[src/hdl/ipdc_pkg.sv]
// ----------------------------------------------------------------------------
// ipdc_pkg
// Shared types and constants of the instruction pair dependency check:
// request codes, opcode bytes, request and response payloads, control words.
// ----------------------------------------------------------------------------
package ipdc_pkg;

   // request actions
   localparam logic [1:0] ACT_START = 2'd0;
   localparam logic [1:0] ACT_LOAD  = 2'd1;
   localparam logic [1:0] ACT_QUERY = 2'd2;

   // control kinds
   localparam logic [1:0] CK_NONE = 2'd0;
   localparam logic [1:0] CK_CALL = 2'd1;

   // effect classes
   localparam logic [2:0] EFF_OPAQUE   = 3'd1;
   localparam logic [2:0] EFF_PURE_RAX = 3'd3;
   localparam logic [2:0] EFF_PURE_RCX = 3'd4;

   // register numbers
   localparam int unsigned REG_RAX = 0;
   localparam int unsigned REG_RCX = 1;
   localparam int unsigned REG_RSP = 4;

   // opcode bytes
   localparam logic [7:0] BYTE_REX_W       = 8'h48;
   localparam logic [7:0] OP_MOV_STORE     = 8'h89;
   localparam logic [7:0] OP_MOV_LOAD      = 8'h8B;
   localparam logic [7:0] MODRM_SIB_NODISP = 8'h04;
   localparam logic [7:0] MODRM_SIB_DISP8  = 8'h44;
   localparam logic [7:0] SIB_RSP_BASE     = 8'h24;
   localparam logic [7:0] OP_PUSH_FIRST    = 8'h50;
   localparam logic [7:0] OP_PUSH_LAST     = 8'h57;
   localparam logic [7:0] OP_POP_FIRST     = 8'h58;
   localparam logic [7:0] OP_POP_LAST      = 8'h5F;

   localparam logic [3:0] LEN_ONE          = 4'd1;
   localparam logic [3:0] LEN_MOV_NODISP   = 4'd4;
   localparam logic [3:0] LEN_MOV_DISP8    = 4'd5;

   typedef struct packed {
      logic [1:0]  action;
      logic [7:0]  first_index;
      logic [7:0]  second_index;
      logic [15:0] regs_read;
      logic [15:0] regs_written;
      logic        flags_read;
      logic        flags_written;
      logic [1:0]  control_kind;
      logic        touches_memory;
      logic [3:0]  byte_length;
      logic [39:0] lead_bytes;
      logic [2:0]  effect_class;
   } req_payload_type;

   typedef struct packed {
      logic       independent;
      logic       accepted;
      logic       any_call;
      logic       any_nonstack_memory;
      logic       aggressive_ok;
      logic [8:0] loaded_count;
   } rsp_payload_type;

   typedef struct packed {
      logic capture;
      logic commit;
   } ctrl_cmd_type;

   typedef struct packed {
      logic is_query;
   } dp_status_type;

endpackage

[src/hdl/ipdc_ctrl.sv]
// ----------------------------------------------------------------------------
// ipdc_ctrl
// Sequencer: takes a request, runs it through the datapath, and owns the
// response valid flag.
// ----------------------------------------------------------------------------
module ipdc_ctrl (
   input  logic                    clock,
   input  logic                    reset,
   input  logic                    req_valid,
   output logic                    req_ready,
   output logic                    rsp_valid,
   input  logic                    rsp_ready,
   output ipdc_pkg::ctrl_cmd_type  cmd,
   input  ipdc_pkg::dp_status_type status
);

   typedef enum logic [1:0] {
      ST_IDLE,
      ST_EXEC,
      ST_LOOKUP
   } state_type;

   state_type state_ff;
   logic      rsp_valid_ff;
   logic      out_free;

   always_comb begin
      req_ready   = (state_ff == ST_IDLE);
      out_free    = !rsp_valid_ff || rsp_ready;
      cmd.capture = req_valid && req_ready;
      // a query waits in ST_LOOKUP for the registered table read data
      cmd.commit  = out_free &&
                    ((state_ff == ST_EXEC && !status.is_query) ||
                     (state_ff == ST_LOOKUP));
   end

   always_ff @(posedge clock) begin
      if (reset) begin
         state_ff     <= ST_IDLE;
         rsp_valid_ff <= 1'b0;
      end else begin
         case (state_ff)
            ST_IDLE: begin
               if (cmd.capture) begin
                  state_ff <= ST_EXEC;
               end
            end
            ST_EXEC: begin
               if (status.is_query) begin
                  state_ff <= ST_LOOKUP;
               end else if (cmd.commit) begin
                  state_ff <= ST_IDLE;
               end
            end
            ST_LOOKUP: begin
               if (cmd.commit) begin
                  state_ff <= ST_IDLE;
               end
            end
            default: begin
               state_ff <= ST_IDLE;
            end
         endcase

         if (cmd.commit) begin
            rsp_valid_ff <= 1'b1;
         end else if (rsp_ready) begin
            rsp_valid_ff <= 1'b0;
         end
      end
   end

   assign rsp_valid = rsp_valid_ff;

endmodule

[config.mk]
export PLATFORM = sky130hd
export DESIGN_NAME = ipdc_ctrl
export DESIGN_NICKNAME = d
export VERILOG_FILES = /design/src/hdl/ipdc_pkg.sv /design/src/hdl/ipdc_ctrl.sv
export SDC_FILE = /design/constraint.sdc
export NUM_CORES = 1
export LEC_CHECK = 0
export BUFFER_PORTS_ARGS = -buffer_cell sky130_fd_sc_hd__buf_2
export CAP_MARGIN = 10
export CORE_AREA = 2 2 39 41
export CTS_CLUSTER_SIZE = 20
export DETAILED_ROUTE_END_ITERATION = 10
export DIE_AREA = 0 0 41 43
export PLACE_DENSITY_LB_ADDON = 0.25
export SLEW_MARGIN = 20
export SYNTH_ARGS = -nofsm -noshare
export SYNTH_HDL_FRONTEND = slang
export SYNTH_SLANG_ARGS = --single-unit
[constraint.sdc]
create_clock -name clock -period 1.05 [get_ports clock]
set_input_delay 0.21 -clock clock [delete_from_list [all_inputs] [get_ports clock]]
set_output_delay 0.21 -clock clock [all_outputs]
set_load 0.01 [all_outputs]
Word-level counts from Yosys, hierarchy flattened --
Index checks and enable logic that the tools add are counted. W data, S select, Z words.
Cells by class: reduce and logical (&&, ||, !) cells 9, mux-type cells 6, equality and inequality tests 3
Operators by type and width (number):
- $mux W2 | 3
- $pmux W2 S3 | 1
- $logic_and A1 B1 Y1 | 3
- $eq A2 B1 Y1 const B | 1
- $eq A2 B2 Y1 const B | 1
- $logic_not A1 Y1 | 2
- $logic_not A2 Y1 | 1
- $logic_or A1 B1 Y1 | 2
- $mux W1 | 2
- $ne A2 B1 Y1 const B | 1
- $reduce_bool A2 Y1 | 1
Storage, ports and cells: flip-flop bits (word level) 3, logic and storage cells 20, input bits 5, output and inout bits 4

Depth between registers and ports, before layout --
Gate-level depths: netlist (run 1).
depth in word-level cells 7, gate-level depth with buffers 2, depth with buffers taken out 2

Least setup slack after synthesis (run 1) --
OpenSTA, ideal clock, no wires.
kind register -> output, from reg state_ff[0], to out cmd[0] in the netlist's numbering, cell stages (with the launch flop) 3, path slack -110 ps, required time 840 ps, arrival 950 ps, path buffers 0, cells stage by stage dfxtp_1 -> or3b_1 -> a21boi_1
RTL lines:
- from (decl) | line ipdc_ctrl.sv:23 | state_type state_ff;
- from (signal assigned) | line ipdc_ctrl.sv:39 | state_ff <= ST_IDLE;
- from (signal assigned) | line ipdc_ctrl.sv:45 | state_ff <= ST_EXEC;
- from (signal assigned) | line ipdc_ctrl.sv:50 | state_ff <= ST_LOOKUP;
- to (decl) | line ipdc_ctrl.sv:13 | output ipdc_pkg::ctrl_cmd_type cmd,

==> out/qor.yml, run 1 <==
setup_viol: 3
crit_arrival_ns: 1.19
yosysSeqAreaShare_pct: 39.02
clockBufferDepth: 2
drtIter0Drc: 1
rsz0062_at_grt: "yes"
maxCapViolCount: 0
routed_wl_um: 436
synthCells: 16
hold_path_class: "input pin to register"
yosysUniqueCellTypes: 11
path_delay_family: "simple AND/OR/NAND/NOR gates"
die_w_um: 41
area_delta_synth_final_pct: 92.68
cts_root_buffer: "clkbuf_4"
max_stage_delay_ns: 0.39
placed_cell_area_um2: 244.0
clk_latency_ns: 0.23
critPathMaxFanout: 2
synth.net_count: 21
track_usage_pct: 6.620
cts_tree: "built"
avgSynthCellArea_um2: 9.619
crit_chain: "or3b_4 > a21boi_2 > buf_2"
post_cts_buffers: 0
fin_nets: 37
grt_overflow: 0
rows: 14
power.density_nw_per_um2: 1357
skew_ns: 0.004568
rrSetupSlack_ns: 0.11
violations: "setup timing"
post_drt_wl_per_cell_um: 9.277
hold_depth: 2
vias_per_cell: 3.553
reg2reg_depth: 2
drcViolationCount: 0
synth_mux_area_share_pct: 0
grt_first_pass_wirelength_um: 690
drive_gt1_share_pct: 61.29
min_to: "state_ff[0]$_SDFFE_PP0P_"
hold_start: "reset"
die-area_um2: 1763
ant_nets: 0
post-place-ws_ns: -0.1437
cts_num_sinks: 3
synth_top_family_by_area: "simple AND/OR/NAND/NOR gates"
cp_slowest_cell: "or3b_4"
power_mw: 0.4023
min_period_over_period_pct: 133.7
slew_headroom_pct: 88.80
antenna_found_initial: 0
synth_xor_area_share_pct: 0
cts_buffers: 3
finalHoldViolations: 0
antenna_cells: 0
worst-path-buf-inv: 1
reg2reg_to: "rsp_valid$_SDFFE_PP0P_"
core_um2: 1384
fp.dieH_um: 43
status: "finished with violations"
cp.required_ns: 0.84
boundaryPins: 9
min_period_ns: 1.403
synth-compound-area-share_pct: 17.07
h-tree-depth: 1
dr.pass1.iters: 2
fmax_mhz: 712.6
grt_max_degree: 7
path_clk_slew_ns: 0.04
ys_ff_latch: 3
grt_pass1_vias: 186
io_buffers: 8
gp_congestion: 0.7098
vias: 167
yosys.area_share.simple_pct: 43.90
setup_tns_ns: -0.5824
finalInstanceArea_um2: 296.5
r2r_start: "state_ff[0]$_SDFFE_PP0P_"
end_kind: "primary output"
drv_slew: 0
critPathLaunchType: "register"
synth-warning-count: 0
critPathKind: "register to primary output"
syn_area_um2: 153.9
power_leakage_nw: 0.1243
tightest_slew_ns: 0.1670
synth_fa_ha_area_share_pct: 0
start_util_pct: 11.12
worst_slack_ns: -0.3534
peakVddDrop_v: 0.0005100
==> layer usage <==
metal / GRT usage, % / vias up / routed length, µm
met5: 0 / - / 0
met4: 10.00 / 0 / 0
met3: 3.141 / 0 / 24
met2: 7.500 / 6 / 213
met1: 6.731 / 71 / 198
li1: - / 90 / -
==> worst max-delay path by stage <==
stage                        startpoint      to  cells after the start
4_1_cts        state_ff[0]$_SDFFE_PP0P_  cmd[0]                      3
3_3_place_gp                     status  cmd[0]                      4
2_1_floorplan  state_ff[0]$_SDFFE_PP0P_  cmd[0]                      2
3_5_place_dp                     status  cmd[0]                      4
5_1_grt        state_ff[0]$_SDFFE_PP0P_  cmd[0]                      3
6_report       state_ff[0]$_SDFFE_PP0P_  cmd[0]                      3
==> layout make-up <==
class / instances / area, µm²
well taps: 16 / 20.02
repair buffers: 11 / 78.83
multi-input cells: 13 / 110.1
clock buffers: 4 / 26.28
flip-flops and latches: 3 / 61.31
fillers: 148 / 1087
==> cell usage in the layout (no fill, tap or decap), drive strengths merged <==
cell type,netlist,routed
nand3b,1,1
nor2,1,1
nand4bb,2,2
buf,0,11
a21boi,1,1
a21oi,1,1
a211oi,1,1
clkbuf,0,4
a31oi,1,1
dfxtp,3,3
nand2b,3,3
or3b,1,1
and2,1,1
==> worst register-to-register path: stages, from the launching register on <==
cell     delay (ns)
dfxtp_2        0.32
or3b_4         0.39
a31oi_1        0.16
==> kinds of logic after synthesis <==
logic type / after synthesis
flip-flops: 3
AND/OR/NAND/NOR: 9
AO/OA/AOI/OAI: 4
==> through the flow <==
stage | hold WS [ns] | cells | utilization [%]
finish | 0.1622 | 47 | 21.43
global route | 0.1584 | 47 | 21.43
CTS | 0.1523 | 47 | 19.98
detailed placement | 0.4047 | 43 | 17.63
global placement | 0.4020 | 43 | 17.63
floorplan | 0.2753 | 16 | -
==> power breakdown <==
group | leakage [nW] | switching (mW) | internal, mW
Clock | 0.0150 | 0.0614 | 0.143
Combinational | 0.0844 | 0.0294 | 0.0446
Sequential | 0.0249 | 0.00385 | 0.121
Total | 0.124 | 0.0946 | 0.308
==> cell usage after synthesis (all sizes together) <==
library cell	number	area [µm²]
and2	1	6.260
a21oi	1	5.000
nand4bb	2	22.52
a211oi	1	7.510
nor2	1	3.750
a31oi	1	6.260
nand3b	1	7.510
nand2b	3	18.77
dfxtp	3	60.06
a21boi	1	7.510
or3b	1	8.760
==> state kept, by name, summed over array words and instances (netlist names) <==
| name | cells |
|---|---|
| rsp_valid | 1 |
| state_ff | 2 |
==> timing repair <==
action,in CTS,in global routing
hold buffers,0,0
resized for setup,2,4
setup endpoints to repair,3,3
pin swaps,1,1
(Power assumes the default switching activity.)
==> run 2: changes to the inputs <==
--- a/config.mk
+++ b/config.mk
@@ -8,9 +8,10 @@
 export BUFFER_PORTS_ARGS = -buffer_cell sky130_fd_sc_hd__buf_2
 export CAP_MARGIN = 10
 export CORE_AREA = 2 2 39 41
-export CTS_CLUSTER_SIZE = 20
+export CTS_CLUSTER_SIZE = 28
 export DETAILED_ROUTE_END_ITERATION = 10
 export DIE_AREA = 0 0 41 43
+export GPL_TIMING_DRIVEN = 0
 export PLACE_DENSITY_LB_ADDON = 0.25
 export SLEW_MARGIN = 20
 export SYNTH_ARGS = -nofsm -noshare
==> out/qor.yml, run 2 (synthesized netlist as in run 1, its figures left out) <==
h-tree-depth: 1  # unchanged
drtIter0Drc: 2  # +1
grt_pass1_vias: 190  # +2.2%
antenna_cells: 0  # unchanged
top_register: "state_ff"
gp_congestion: 0.5645  # -20%
end_kind: "primary output"
crit_chain: "or3b_4 > a21boi_2 > buf_2"
max_stage_delay_ns: 0.38  # about the same
post-place-ws_ns: -0.1794  # -0.03570 ns
cts_tree: "built"
status: "finished with violations"
cts_num_sinks: 3  # unchanged
hold_slack_ns: 0.1764  # +0.01422 ns
pwr-share-clk_pct: 49.7  # -1.0 points
core_um2: 1384  # unchanged
cp_slowest_cell: "or3b_4"
p_int_mw: 0.3051  # -0.87%
final_common_cell: "buf_2"
slew_headroom_pct: 87.39  # -1.4 points
cts_root_buffer: "clkbuf_4"
placed_cell_area_um2: 221.5  # -9.2%
post_drt_wl_per_cell_um: 9.261  # -0.17%
dp.cells: 40  # -7.0%
largest_register_ffs: 2  # unchanged
grt_first_pass_wirelength_um: 717  # +3.9%
hold_path_class: "input pin to register"
fp.dieH_um: 43  # unchanged
area_delta_synth_final_pct: 86.18
grt_overflow: 0  # unchanged
switchingPower_mw: 0.08567  # -9.4%
grt_max_degree: 7  # unchanged
power_leakage_nw: 0.1190  # -4.3%
worst_slack_ns: -0.3464  # +0.006962 ns
io_buffers: 8  # unchanged
track_usage_pct: 6.607  # -0.013 points
cts_buffers: 3  # unchanged
fin_cells: 46  # -2.1%
rsz0062_at_grt: "yes"
start_util_pct: 11.12  # unchanged
critPathKind: "register to primary output"
startpoint: "state_ff[0]$_SDFFE_PP0P_"
layout_common_cells: "buf_2 (6), nand2b_1 (3), clkbuf_4 (3)"
hold_buffers: 0  # unchanged
cp.required_ns: 0.84  # about the same
clockBufferDepth: 2  # unchanged
fmax_mhz: 716.1  # +0.50%
skew_ns: 0.001621  # -0.002947 ns
power.density_nw_per_um2: 1364  # +0.51%
tightest_slew_ns: 0.1881  # +0.02102 ns
path_clk_slew_ns: 0.03  # about the same
finalHoldViolations: 0  # unchanged
rows: 14  # unchanged
power.share.switching_pct: 21.93  # -1.6 points
die_w_um: 41  # unchanged
min_period_over_period_pct: 133.0  # -0.66 points
drv_slew: 0  # unchanged
p_comb_share_pct: 18.3  # about the same
critPathMaxFanout: 2  # unchanged
setup_tns_ns: -0.6018  # -0.01944 ns
crit_arrival_ns: 1.19  # about the same
hold_start: "reset"
die-area_um2: 1763  # unchanged
violations: "setup timing"
seqPwrFrac_pct: 32.0  # +1.1 points
routed_wl_um: 426  # -2.3%
drcViolationCount: 0  # unchanged
dr.pass1.iters: 2  # unchanged
vias_per_cell: 3.804  # +7.1%
maxCapViolCount: 0  # unchanged
peakVddDrop_v: 0.0004548  # -11%
boundaryPins: 9  # unchanged
setup_viol: 3  # unchanged
drive_gt1_share_pct: 63.33  # +2.0 points
place_hpwl_um: 292.1
r2r_start: "state_ff[0]$_SDFFE_PP0P_"
min_period_ns: 1.396  # -0.006962 ns
critPathLaunchType: "register"
antenna_found_initial: 0  # unchanged
finalInstanceArea_um2: 286.5  # -3.4%
ant_nets: 0  # unchanged
clk_latency_ns: 0.23  # about the same
fin_nets: 36  # -2.7%
vias: 175  # +4.8%
==> run 2: changes by cell type in the layout (fill, tap and decap cells not counted) <==
cell	before	now
buf_6	3	2
dfxtp_1	2	1
dfxtp_2	1	2
==> run 2: what timing repair did <==
action                                  in CTS  in global routing
resized for setup                            2                  4
endpoints found under the setup margin       3                  3
pin swaps                                    2                  1
buffers inserted                             2                  0
==> run 2: path summary, 6_finish.rpt <==
kind	cells after the start	to	slack, ns
max	3	cmd[0]	-0.35
min	2	state_ff[1]$_SDFFE_PP0P_	0.18
max reg2reg	2	rsp_valid$_SDFFE_PP0P_	0.11
min reg2reg	2	state_ff[1]$_SDFFE_PP0P_	0.53
==> run 2: worst max-delay path, delay by kind of cell, from the launching register on <==
kind	cells	cell delay (ns)
DFF	1	0.32
AOI/OAI and AO/OA	1	0.12
and+or+nand+nor	1	0.38
buffers and inverters	1	0.14
==> run 2: metrics by stage <==
stage / power (mW) / utilization [%]
after detailed placement: 0.1772 / 16.00
after CTS: 0.3901 / 19.26
after floorplan: 0.1540 / -
after global routing: 0.4227 / 20.71
final: 0.3907 / 20.71
after global placement: 0.1768 / 16.00
==> run 2: cell type report <==
type | instances | area [µm²]
Clock buffer | 4 | 26.28
Fill cell | 157 | 1097
Multi-Input combinational cell | 13 | 110.1
Sequential cell | 3 | 62.56
Tap cell | 16 | 20.02
Timing Repair Buffer | 10 | 67.56
==> run 2: power groups by stage <==
| stage | sequential, mW | clock (mW) | combinational (mW) |
|---|---|---|---|
| 6_report | 0.125 | 0.194 | 0.0714 |
| 5_1_grt | 0.125 | 0.220 | 0.0778 |
| 4_1_cts | 0.125 | 0.207 | 0.0580 |
| 3_5_place_dp | 0.129 | 0 | 0.0482 |
| 3_3_place_gp | 0.129 | 0 | 0.0479 |
| 2_1_floorplan | 0.129 | 0 | 0.0254 |
==> run 2: routing by layer <==
metal	GRT usage [%]	share of wire (%)
met4	8.000	0
met1	7.006	44
met3	3.141	2.6
met2	8.125	53
met5	0	0
==> run 3: changes to the inputs <==
--- a/config.mk
+++ b/config.mk
@@ -8,6 +8,7 @@
 export BUFFER_PORTS_ARGS = -buffer_cell sky130_fd_sc_hd__buf_2
 export CAP_MARGIN = 10
 export CORE_AREA = 2 2 39 41
+export CTS_BUF_LIST = sky130_fd_sc_hd__clkbuf_4 sky130_fd_sc_hd__clkbuf_8
 export CTS_CLUSTER_SIZE = 28
 export DETAILED_ROUTE_END_ITERATION = 10
 export DIE_AREA = 0 0 41 43
==> out/qor.yml, run 3 (synthesized netlist as in run 1, its figures left out) <==
status: "finished with violations"
violations: "setup timing"
regArea_um2: 62.56  # unchanged
critPathLaunchType: "register"
hold_path_class: "input pin to register"
slew_headroom_pct: 87.39  # unchanged
maxCapViolCount: 0  # unchanged
r2r_start: "state_ff[0]$_SDFFE_PP0P_"
grt_pass1_vias: 190  # unchanged
finalHoldViolations: 0  # unchanged
cts_num_sinks: 3  # unchanged
cts_buffers: 3  # unchanged
peakVddDrop_v: 0.0004788  # +5.3%
fmax_mhz: 715.6  # about the same
hold_buffers: 0  # unchanged
antenna_found_initial: 0  # unchanged
largest_register_ffs: 2  # unchanged
vias: 175  # unchanged
core_um2: 1384  # unchanged
setup_viol: 3  # unchanged
drv_slew: 0  # unchanged
path_clk_slew_ns: 0.03  # about the same
area_delta_synth_final_pct: 88.62
clockBufferDepth: 2  # unchanged
dr.pass1.iters: 2  # unchanged
skew_ns: 0.001418  # -0.0002033 ns
cts_tree: "built"
switchingPower_mw: 0.08638  # +0.83%
min_period_over_period_pct: 133.1  # about the same
top_register: "state_ff"
critPathMaxFanout: 2  # unchanged
post_drt_wl_per_cell_um: 9.326  # +0.70%
fp.dieH_um: 43  # unchanged
crit_chain: "or3b_4 > a21boi_2 > buf_2"
drive_gt1_share_pct: 66.67  # +3.3 points
p_comb_share_pct: 17.1  # -1.2 points
setup_tns_ns: -0.6050  # -0.003177 ns
cp.required_ns: 0.84  # about the same
fin_util_pct: 20.98  # +0.27 points
placed_cell_area_um2: 221.5  # unchanged
vias_per_cell: 3.804  # unchanged
gp_congestion: 0.5645  # unchanged
layout_common_cells: "buf_2 (6), clkbuf_4 (4), nand2b_1 (3)"
tightest_slew_ns: 0.1881  # unchanged
place_hpwl_um: 292.1  # unchanged
io_buffers: 8  # unchanged
rsz0062_at_grt: "yes"
hold_start: "reset"
power.density_nw_per_um2: 1437  # +5.4%
cp_slowest_cell: "or3b_4"
seqPwrFrac_pct: 30.0  # -2.0 points
antenna_cells: 0  # unchanged
cts_root_buffer: "clkbuf_4"
h-tree-depth: 1  # unchanged
grt_first_pass_wirelength_um: 717  # unchanged
end_kind: "primary output"
worst_slack_ns: -0.3475  # -0.001098 ns
worst-path-buf-inv: 1  # unchanged
min_period_ns: 1.398  # +0.001098 ns
finalInstanceArea_um2: 290.3  # +1.3%
ant_nets: 0  # unchanged
p_int_mw: 0.3308  # +8.4%
power_mw: 0.4172  # +6.8%
path_delay_family: "simple AND/OR/NAND/NOR gates"
drcViolationCount: 0  # unchanged
startpoint: "state_ff[0]$_SDFFE_PP0P_"
drtIter0Drc: 2  # unchanged
power.share.switching_pct: 20.70  # -1.2 points
max_stage_delay_ns: 0.38  # about the same
die-area_um2: 1763  # unchanged
fin_nets: 36  # unchanged
routed_wl_um: 429  # +0.70%
clk_latency_ns: 0.23  # about the same
boundaryPins: 9  # unchanged
grt_max_degree: 7  # unchanged
grt_overflow: 0  # unchanged
track_usage_pct: 6.607  # unchanged
nFillCells: 158  # +0.64%
pwr-share-clk_pct: 52.9  # +3.2 points
final_common_cell: "buf_2"
critPathKind: "register to primary output"
multi_input_area_um2: 110.1  # unchanged
rrSetupSlack_ns: 0.11  # about the same
crit_arrival_ns: 1.19  # about the same
die_w_um: 41  # unchanged
power_leakage_nw: 0.1224  # +2.9%
start_util_pct: 11.12  # unchanged
rows: 14  # unchanged
[run 3: cell counts in the layout (fill, tap and decap cells not counted)]
No cell type changed its count.
[run 3: worst reg2reg max path: cells and delay by family (launching register included)]
| family | cells | cell delay, ns |
|---|---|---|
| compound gates | 1 | 0.16 |
| simple gates | 1 | 0.38 |
| flops | 1 | 0.32 |
[run 3: path summary, 6_finish.rpt]
check	cells past startpoint	endpoint
max	3	cmd[0]
min	2	state_ff[1]$_SDFFE_PP0P_
max reg2reg	2	rsp_valid$_SDFFE_PP0P_
min reg2reg	2	state_ff[1]$_SDFFE_PP0P_
[run 3: what timing repair did]
action                     in CTS  in global routing
setup buffers                   2                  0
setup endpoints to repair       3                  3
pin swaps                       2                  1
resized for setup               2                  4
cloned                          0                  0
[run 3: cell type report]
| cell class | count | area share [%] |
|---|---|---|
| Multi-Input combinational cell | 13 | 37.93 |
| Tap cell | 16 | 6.897 |
| Clock buffer | 4 | 10.34 |
| Timing Repair Buffer | 10 | 23.28 |
| Sequential cell | 3 | 21.55 |
[run 3: metal layers]
metal  vias up  global-route usage (%)  wire length (µm)
li1         88                       -                 -
met1        81                   7.006               189
met2         6                   8.125               227
met3         0                   3.141                11
met4         0                   8.000                 0
met5         -                       0                 0
[run 3: power by group through the flow]
stage               logic [mW]  clock network [mW]  registers [mW]
global placement        0.0479                   0           0.129
global route            0.0778               0.247           0.125
floorplan               0.0254                   0           0.129
finish                  0.0714               0.221           0.125
CTS                     0.0580               0.236           0.125
detailed placement      0.0482                   0           0.129
[run 3: per-stage QoR]
stage          setup WS [ns]  instances  hold slack (ns)
2_1_floorplan       -0.06096         16           0.2753
3_3_place_gp         -0.1611         40           0.4073
3_5_place_dp         -0.1794         40           0.4116
4_1_cts              -0.3636         46           0.1663
5_1_grt              -0.4012         46           0.1719
6_report             -0.3475         46           0.1754
